--- config.mk ---
export PLATFORM = sky130hd
export DESIGN_NAME = fir_decimate_by_two
export DESIGN_NICKNAME = d
export VERILOG_FILES = /design/src/rtl/core/fdb2_pkg.sv /design/src/rtl/core/fdb2_ctrl.sv /design/src/rtl/core/fdb2_dp.sv /design/src/rtl/core/fir_decimate_by_two.sv
export SDC_FILE = /design/constraint.sdc
export NUM_CORES = 2
export LEC_CHECK = 0
export ABC_CLOCK_PERIOD_IN_PS = 8500
export BUFFER_PORTS_ARGS = -buffer_cell sky130_fd_sc_hd__buf_4
export CELL_PAD_IN_SITES_DETAIL_PLACEMENT = 2
export CELL_PAD_IN_SITES_GLOBAL_PLACEMENT = 2
export CORE_ASPECT_RATIO = 0.9
export CORE_MARGIN = 3
export CORE_UTILIZATION = 45
export CTS_BUF_LIST = sky130_fd_sc_hd__clkbuf_16
export CTS_CLUSTER_DIAMETER = 50
export DETAILED_ROUTE_END_ITERATION = 8
export GPL_TIMING_DRIVEN = 0
export PLACE_DENSITY = 0.76
export SYNTH_ARGS = -nofsm -noshare
export SYNTH_HDL_FRONTEND = slang
export SYNTH_SLANG_ARGS = --single-unit
--- constraint.sdc ---
create_clock -name clk -period 8.5 [get_ports clk]
set_input_delay 0.425 -clock clk [delete_from_list [all_inputs] [get_ports clk]]
set_output_delay 0.425 -clock clk [all_outputs]
set_load 0.01 [all_outputs]
--- src/rtl/core/fdb2_pkg.sv ---
package fdb2_pkg;

	// Filter geometry
	localparam int TAP_COUNT = 25;
	localparam int TAP_IDX_W = $clog2(TAP_COUNT);

	// Coefficients are signed Q0.17
	localparam int COEF_BITS = 18;
	localparam int FRAC_BITS = 17;

	typedef logic signed [COEF_BITS-1:0] coef_t;

	// Symmetric impulse response, oldest sample first
	localparam coef_t COEFS [TAP_COUNT] = '{
		18'sd472,    18'sd391,    -18'sd901,   -18'sd2317,  -18'sd1177,
		18'sd2654,   18'sd4283,   -18'sd957,   -18'sd8806,  -18'sd6675,
		18'sd12646,  18'sd38962,  18'sd51339,  18'sd38962,  18'sd12646,
		-18'sd6675,  -18'sd8806,  -18'sd957,   18'sd4283,   18'sd2654,
		-18'sd1177,  -18'sd2317,  -18'sd901,   18'sd391,    18'sd472
	};

	// Controller states
	typedef enum logic [1:0] {
		ST_IDLE,
		ST_MAC,
		ST_DRAIN,
		ST_OUT
	} state_t;

	// Controller to datapath
	typedef struct packed {
		logic accept;     // input transaction this cycle
		logic clear_acc;  // start a new sum
		logic issue;      // read one tap into the MAC pipe
		logic load_out;   // move rounded sum into the output register
	} ctrl_cmd_t;

	// Datapath to controller
	typedef struct packed {
		logic emit;       // the next accepted sample produces an output
		logic last_tap;   // tap counter is at the final tap
		logic pipe_busy;  // MAC pipe still holds products
		logic out_free;   // output register can take a new value
	} dp_status_t;

endpackage

--- src/rtl/core/fdb2_ctrl.sv ---
module fdb2_ctrl (
	input  logic                  clk,
	input  logic                  arst_n,
	input  logic                  in_valid,
	output logic                  in_ready,
	input  fdb2_pkg::dp_status_t  status,
	output fdb2_pkg::ctrl_cmd_t   cmd
);

	fdb2_pkg::state_t state_q;
	fdb2_pkg::state_t state_d;

	// State register
	always_ff @(posedge clk or negedge arst_n) begin
		if (!arst_n) begin
			state_q <= fdb2_pkg::ST_IDLE;
		end else begin
			state_q <= state_d;
		end
	end

	// Next state
	always_comb begin
		state_d = state_q;
		case (state_q)
			fdb2_pkg::ST_IDLE: begin
				if (in_valid && status.emit) begin
					state_d = fdb2_pkg::ST_MAC;
				end
			end
			fdb2_pkg::ST_MAC: begin
				if (status.last_tap) begin
					state_d = fdb2_pkg::ST_DRAIN;
				end
			end
			fdb2_pkg::ST_DRAIN: begin
				if (!status.pipe_busy) begin
					state_d = fdb2_pkg::ST_OUT;
				end
			end
			fdb2_pkg::ST_OUT: begin
				if (status.out_free) begin
					state_d = fdb2_pkg::ST_IDLE;
				end
			end
			default: begin
				state_d = fdb2_pkg::ST_IDLE;
			end
		endcase
	end

	// Outputs
	always_comb begin
		in_ready = 1'b0;
		cmd      = '0;
		case (state_q)
			fdb2_pkg::ST_IDLE: begin
				in_ready      = 1'b1;
				cmd.accept    = in_valid;
				cmd.clear_acc = in_valid && status.emit;
			end
			fdb2_pkg::ST_MAC: begin
				cmd.issue = 1'b1;
			end
			fdb2_pkg::ST_OUT: begin
				cmd.load_out = status.out_free;
			end
			default: begin
				in_ready = 1'b0;
			end
		endcase
	end

endmodule

--- src/rtl/core/fdb2_dp.sv ---
module fdb2_dp #(
	parameter int SAMPLE_BITS = 16
) (
	input  logic                          clk,
	input  logic                          arst_n,
	input  fdb2_pkg::ctrl_cmd_t           cmd,
	output fdb2_pkg::dp_status_t          status,
	input  logic signed [SAMPLE_BITS-1:0] sample_in,
	output logic                          out_valid,
	input  logic                          out_ready,
	output logic signed [SAMPLE_BITS-1:0] filtered_sample
);

	localparam int IW    = fdb2_pkg::TAP_IDX_W;
	localparam int PROD_W = SAMPLE_BITS + fdb2_pkg::COEF_BITS;
	// sum of |coef| is below 2^18, plus headroom for the rounding bias
	localparam int ACC_W = SAMPLE_BITS + fdb2_pkg::COEF_BITS + 2;
	localparam int RES_W = ACC_W - fdb2_pkg::FRAC_BITS;
	localparam logic [IW-1:0] LAST_IDX = IW'(fdb2_pkg::TAP_COUNT - 1);
	localparam logic signed [ACC_W-1:0] ROUND_BIAS =
		ACC_W'(1) << (fdb2_pkg::FRAC_BITS - 1);

	// History ring; entries never written since reset read as zero
	logic [SAMPLE_BITS-1:0]        ring_mem [fdb2_pkg::TAP_COUNT];
	logic [fdb2_pkg::TAP_COUNT-1:0] ring_vld_q;
	logic [IW-1:0]                 wr_idx_q;
	logic [IW-1:0]                 wr_idx_nxt;
	logic [IW-1:0]                 rd_idx_q;
	logic [IW-1:0]                 tap_q;
	logic                          phase_q;

	// MAC pipe
	logic                          vld_s1;
	logic [SAMPLE_BITS-1:0]        raw_s1;
	logic                          hit_s1;
	fdb2_pkg::coef_t               coef_s1;
	logic signed [SAMPLE_BITS-1:0] smp_s1;
	logic                          vld_s2;
	logic signed [PROD_W-1:0]      prod_s2;
	logic signed [ACC_W-1:0]       acc_q;

	// Rounding and saturation
	logic signed [ACC_W-1:0]       rnd_sum;
	logic signed [RES_W-1:0]       rnd_res;
	logic                          sat_hi;
	logic                          sat_lo;
	logic signed [SAMPLE_BITS-1:0] sat_res;
	logic                          out_valid_q;
	logic signed [SAMPLE_BITS-1:0] out_q;

	assign wr_idx_nxt = (wr_idx_q == LAST_IDX) ? '0 : wr_idx_q + IW'(1);

	// Ring write port
	always_ff @(posedge clk) begin
		if (cmd.accept) begin
			ring_mem[wr_idx_q] <= sample_in;
		end
	end

	// Ring read port, registered
	always_ff @(posedge clk) begin
		raw_s1  <= ring_mem[rd_idx_q];
		hit_s1  <= ring_vld_q[rd_idx_q];
		coef_s1 <= fdb2_pkg::COEFS[tap_q];
	end

	// Ring control: valid bits, indexes, phase
	always_ff @(posedge clk or negedge arst_n) begin
		if (!arst_n) begin
			ring_vld_q <= '0;
			wr_idx_q   <= '0;
			rd_idx_q   <= '0;
			tap_q      <= '0;
			phase_q    <= 1'b0;
		end else begin
			if (cmd.accept) begin
				ring_vld_q[wr_idx_q] <= 1'b1;
				wr_idx_q             <= wr_idx_nxt;
				phase_q              <= !phase_q;
			end
			if (cmd.clear_acc) begin
				// oldest sample sits at the slot after the newest
				rd_idx_q <= wr_idx_nxt;
				tap_q    <= '0;
			end else if (cmd.issue) begin
				rd_idx_q <= (rd_idx_q == LAST_IDX) ? '0 : rd_idx_q + IW'(1);
				tap_q    <= (tap_q == LAST_IDX) ? '0 : tap_q + IW'(1);
			end
		end
	end

	// Pipe valid bits
	always_ff @(posedge clk or negedge arst_n) begin
		if (!arst_n) begin
			vld_s1 <= 1'b0;
			vld_s2 <= 1'b0;
		end else begin
			vld_s1 <= cmd.issue;
			vld_s2 <= vld_s1;
		end
	end

	assign smp_s1 = hit_s1 ? $signed(raw_s1) : '0;

	// Multiplier stage
	always_ff @(posedge clk) begin
		prod_s2 <= PROD_W'(smp_s1) * PROD_W'(coef_s1);
	end

	// Accumulator
	always_ff @(posedge clk) begin
		if (cmd.clear_acc) begin
			acc_q <= '0;
		end else if (vld_s2) begin
			acc_q <= acc_q + ACC_W'(prod_s2);
		end
	end

	// Round half up, then clamp to the sample range
	assign rnd_sum = acc_q + ROUND_BIAS;
	assign rnd_res = rnd_sum[ACC_W-1:fdb2_pkg::FRAC_BITS];
	assign sat_hi  = !rnd_res[RES_W-1] && (|rnd_res[RES_W-1:SAMPLE_BITS-1]);
	assign sat_lo  = rnd_res[RES_W-1] && !(&rnd_res[RES_W-1:SAMPLE_BITS-1]);

	always_comb begin
		if (sat_hi) begin
			sat_res = {1'b0, {(SAMPLE_BITS-1){1'b1}}};
		end else if (sat_lo) begin
			sat_res = {1'b1, {(SAMPLE_BITS-1){1'b0}}};
		end else begin
			sat_res = rnd_res[SAMPLE_BITS-1:0];
		end
	end

	// Output register
	always_ff @(posedge clk or negedge arst_n) begin
		if (!arst_n) begin
			out_valid_q <= 1'b0;
		end else if (cmd.load_out) begin
			out_valid_q <= 1'b1;
		end else if (out_ready) begin
			out_valid_q <= 1'b0;
		end
	end

	always_ff @(posedge clk) begin
		if (cmd.load_out) begin
			out_q <= sat_res;
		end
	end

	assign out_valid       = out_valid_q;
	assign filtered_sample = out_q;

	// Status back to the controller
	assign status.emit      = !phase_q;
	assign status.last_tap  = (tap_q == LAST_IDX);
	assign status.pipe_busy = vld_s1 || vld_s2;
	assign status.out_free  = !out_valid_q || out_ready;

endmodule

--- src/rtl/core/fir_decimate_by_two.sv ---
// 25-tap symmetric FIR low-pass with decimation by two, signed Q1.15 samples.
//
// Input channel: sample_in with in_valid / in_ready. Output channel:
// filtered_sample with out_valid / out_ready. A transaction completes on a
// clock edge where valid and ready are both high.
//
// Every input sample goes into a 25-entry history ring. The first sample after
// reset and every second one after that produce one output; the others only
// update the history, and the block stays ready for the next input.
// A kept sample runs 25 multiply-accumulates through one shared multiplier
// (ring read, multiply, accumulate stages), then rounds and saturates.
// From accepting a kept sample, the controller passes through MAC, DRAIN and
// OUT before out_valid rises; in_ready returns in the same cycle, so a kept
// sample holds the input until its result is loaded.
// The result sits in an output register, so a stalled receiver does not block
// the next input; the block only waits before loading a new result while the
// previous one is still untaken.
// Reset clears the history to zero, the ring index and the decimation phase.
module fir_decimate_by_two #(
	parameter int SAMPLE_BITS = 16
) (
	input  logic                          clk,
	input  logic                          arst_n,
	input  logic                          in_valid,
	output logic                          in_ready,
	input  logic signed [SAMPLE_BITS-1:0] sample_in,
	output logic                          out_valid,
	input  logic                          out_ready,
	output logic signed [SAMPLE_BITS-1:0] filtered_sample
);

	fdb2_pkg::ctrl_cmd_t  cmd;
	fdb2_pkg::dp_status_t status;

	fdb2_ctrl u_ctrl (
		.clk      (clk),
		.arst_n   (arst_n),
		.in_valid (in_valid),
		.in_ready (in_ready),
		.status   (status),
		.cmd      (cmd)
	);

	fdb2_dp #(
		.SAMPLE_BITS (SAMPLE_BITS)
	) u_dp (
		.clk             (clk),
		.arst_n          (arst_n),
		.cmd             (cmd),
		.status          (status),
		.sample_in       (sample_in),
		.out_valid       (out_valid),
		.out_ready       (out_ready),
		.filtered_sample (filtered_sample)
	);

`ifndef SYNTHESIS
	// no new sample while the MAC pipe still flushes
	a_busy_blocks_input: assert property (@(posedge clk) disable iff (!arst_n)
		status.pipe_busy |-> !in_ready)
		else $error("input accepted while MAC pipe busy");

	// the result is loaded only after all products reached the sum
	a_load_after_drain: assert property (@(posedge clk) disable iff (!arst_n)
		cmd.load_out |-> !status.pipe_busy && !cmd.issue)
		else $error("output loaded before accumulation finished");

	// a discarded sample frees the input on the next cycle
	a_discard_one_cycle: assert property (@(posedge clk) disable iff (!arst_n)
		cmd.accept && !status.emit |=> in_ready)
		else $error("discarded sample did not return to idle");
`endif

endmodule
==> impl_metrics.csv <==
group,metric,value,unit
clock_network,numCtsBuffers,72,
placed_design,detailed_place_hpwl,84500,microns
yosys,synth_fp_nets,3194,
clock_network,cts_sinks,566,
floorplan,die_y,267,microns
yosys,synth.cell_area,0.0341,sq mm
yosys,synth_xor_area_share,1.82,%
yosys,synth_top_family_by_area,"adder cells",
timing,final.min_clock_period,7.97,ns
timing,setup-violations-final,0,
critical_path,path_cells,"clkbuf_1, and2_1, clkbuf_1, nand2_1, fa_1, inv_1, fa_1, fa_1, fa_1, fa_1, fa_1, ha_1, clkbuf_1, and3_1, a31oi_1, o21ai_0, nor3b_1, o211a_1, o31a_1, o21ai_0, o311ai_1",
yosys,yosysWarningCount,0,
finish,antenna_cells,0,
timing,slew_viol_final,0,
placed_design,port_buffers,37,
global_route,grt_overflow_total,0,
placed_design,placed_area,0.0360,sq mm
critical_path,critPathArrivalTime,8.44,ns
detailed_routing,remaining_drc_errors,0,
clock_network,clk_pin_slew,0.06,ns
timing,skew,0.0487,ns
critical_path,cp_max_fo,10,
detailed_routing,wl_per_cell,30.0,microns
critical_path,critPathMaxStageDelay,0.57,ns
detailed_routing,vias_per_cell,5.94,
floorplan,core,0.0749,sq mm
timing,tns,0,ns
critical_path,path_class,"reg -> reg",
yosys,yosysMostFrequentCell,"edfxtp_1",
yosys,synthSimpleGateAreaFrac,10.3,%
detailed_routing,first_pass_iters,5,
yosys,async_reset_ff_share,8.13,%
floorplan,fp-row-count,95,
detailed_routing,drt_iter0_drc,1814,
yosys,synth_mux_area_share,8.30,%
finish,final_util,51.3,%
floorplan,die_w,296,microns
clock_network,clock_tree.buffer_depth,3,
critical_path,path_common_cell,"fa_1",
status,status,"finished clean",
global_route,antenna_found_initial,2,
floorplan,io_pins,38,
finish,syn2layout_area_growth,12.6,%
finish,nets,3330,
pwr,power,13.3,mW
clock_network,postCtsSetupRepairBufs,0,
timing,worstMarginPinSlew,1.17,ns
timing,rsz0062_at_grt,"no",
yosys,synth_fa_ha_area_share,21.6,%
finish,drive_gt1_share,12.4,%
floorplan,dieArea,0.0792,sq mm
detailed_routing,ant_nets,0,
critical_path,r2r_cells,21,
global_route,grt_first_pass_wirelength,177000,microns
critical_path,start_kind,"flop",
timing,maxSlewHeadroom,21.7,%
timing,fmax,125,MHz
timing,fin_crit_sh,93.8,%
yosys,avgSynthCellArea,12.4,sq um
detailed_routing,routed_wl,118000,microns
yosys,yosysTopAreaCellShare,36.6,%
critical_path,worst_setup_path_end_kind,"flop",
worst_hold_path,hold_class,"in -> reg",
critical_path,required,8.97,ns
run,cap_violations,0,
clock_network,tritoncts,"done",
yosys,synthTopCellsByArea,"edfxtp_1, fa_1, mux4_2, dfxtp_1, ha_1",
finish,finish.instance_area,0.0384,sq mm
timing,final_hold_viol_count,0,
floorplan,initial_utilization,45.6,%
clock_network,clock-root-buffer,"clkbuf_16",
yosys,postSynthCellCount,2754,
yosys,synth-compound-area-share,6.58,%
yosys,ys_seq_elements,566,
yosys,yosys_most_used_dff,"edfxtp_1",
clock_network,h-tree-depth,3,
yosys,synthDistinctLibCells,77,
detailed_routing,via_count,23270,
global_route,grt_usage,30.4,%
clock_network,clock_latency,0.65,ns
timing,timing.hold.ws,0.113,ns
yosys,ys_top_cells_by_count,"edfxtp_1, inv_1, fa_1",
pwr,pwr_density_cell,347,mW/mm^2
placed_design,gp_congestion,0.894,
yosys,synth_top_cell_by_area,"edfxtp_1",
global_route,grt_max_degree,47,
yosys,seq_area_frac_synth,46.1,%
pwr,vdd_ir_drop_max,0.000248,V
pwr,p_leak,15.8,nW
finish,n_fill_cell,7157,
critical_path,crit_slowest_cell,"clkbuf_1",
yosys,synth_edf_count,416,
worst_hold_path,holdPathStages,3,
global_route,grt_pass1_vias,26644,
-- power breakdown --
part | leakage [nW] | switching (mW) | total [mW] | internal (mW)
sequential | 5.20 | 0.460 | 3.85 | 3.39
combinational | 9.46 | 4.06 | 6.39 | 2.34
clock | 1.18 | 1.34 | 3.07 | 1.73
total | 15.8 | 5.86 | 13.3 | 7.46
-- logic make-up after synthesis --
group,count (synthesis)
compound gates,363
xor+xnor,71
fa+ha+maj,421
buf+inv,479
flops,566
mux,134
simple gates,720
-- routing by layer --
layer,routed length (microns),track usage [%]
met4,4230,10.7
met5,14,0
met3,5570,4.25
met1,47900,39.0
met2,60000,53.1
-- flip-flops by register name, indices dropped and copies added, names as in the netlist --
name / flops
u_dp.raw_s1: 16
u_dp.vld_s2: 1
u_dp.hit_s1: 1
u_dp.ring_vld_q: 25
u_dp.acc_q: 36
u_ctrl.state_q: 2
u_dp.vld_s1: 1
u_dp.ring_mem: 400
u_dp.wr_idx_q: 5
u_dp.out_valid: 1
u_dp.prod_s2: 34
u_dp.phase_q: 1
u_dp.tap_q: 5
u_dp.filtered_sample: 16
u_dp.coef_s1: 17
u_dp.rd_idx_q: 5
-- per-stage QoR --
stage / setup WS [ns] / std cells
after global placement: 0.453 / 3761
after CTS: 0.207 / 3919
after floorplan: 1.99 / 2754
after global routing: 0.109 / 3919
final: 0.529 / 3919
after detailed placement: 0.266 / 3785
-- cell usage in the layout (no fill, tap or decap), drive strengths merged, types with 32 or more instances in the layout --
| cell | Yosys | final |
|---|---|---|
| edfxtp | 416 | 416 |
| dfxtp | 104 | 104 |
| nor2 | 124 | 124 |
| nand2 | 257 | 257 |
| xnor2 | 43 | 43 |
| fa | 282 | 282 |
| or2 | 32 | 32 |
| mux4 | 119 | 119 |
| dfrtp | 46 | 46 |
| clkbuf | 108 | 181 |
| o21ai | 102 | 102 |
| ha | 138 | 138 |
| inv | 352 | 377 |
| and3 | 134 | 134 |
| buf | 17 | 78 |
| a21oi | 120 | 120 |
| nand3 | 61 | 61 |
-- final timing paths --
path,startpoint,endpoint,slack [ns]
worst max register to register,u_dp.hit_s1$_DFF_P_,u_dp.prod_s2[31]$_DFF_P_,0.53
worst max-delay path,u_dp.hit_s1$_DFF_P_,u_dp.prod_s2[31]$_DFF_P_,0.53
max in group asynchronous,arst_n,u_dp.ring_vld_q[23]$_DFFE_PN0P_,7.54
worst min-delay path,out_ready,u_dp.out_valid$_DFFE_PN0P_,0.11
worst min register to register,u_dp.vld_s1$_DFF_PN0_,u_dp.vld_s2$_DFF_PN0_,0.41
min in group asynchronous,arst_n,u_dp.ring_vld_q[5]$_DFFE_PN0P_,0.39
-- layout make-up --
type | instances | area (sq um) | share of cell area [%]
multi-input combinational | 1709 | 16600 | 43.3
tap | 970 | 1210 | 3.16
inverter | 354 | 1330 | 3.46
clock inverter | 60 | 556 | 1.45
buffer | 125 | 479 | 1.25
sequential | 566 | 15700 | 40.9
clock buffer | 73 | 1830 | 4.75
timing repair buffer | 62 | 641 | 1.67
-- worst max-delay path: cells and delay by family (launching register included) --
family          cells  cell delay, ns
compound gates      6            1.68
fa+ha+maj           7            3.30
simple gates        4            1.10
buf+inv             4            1.18
flops               1            0.55
-- repair_timing --
action                                  CTS  global route
endpoints found under the hold margin    46             0
hold buffers                              1             0
endpoints found under the setup margin    0             1
gates resized for setup                   0             1
No activity file was read; power rests on OpenSTA's default activity.
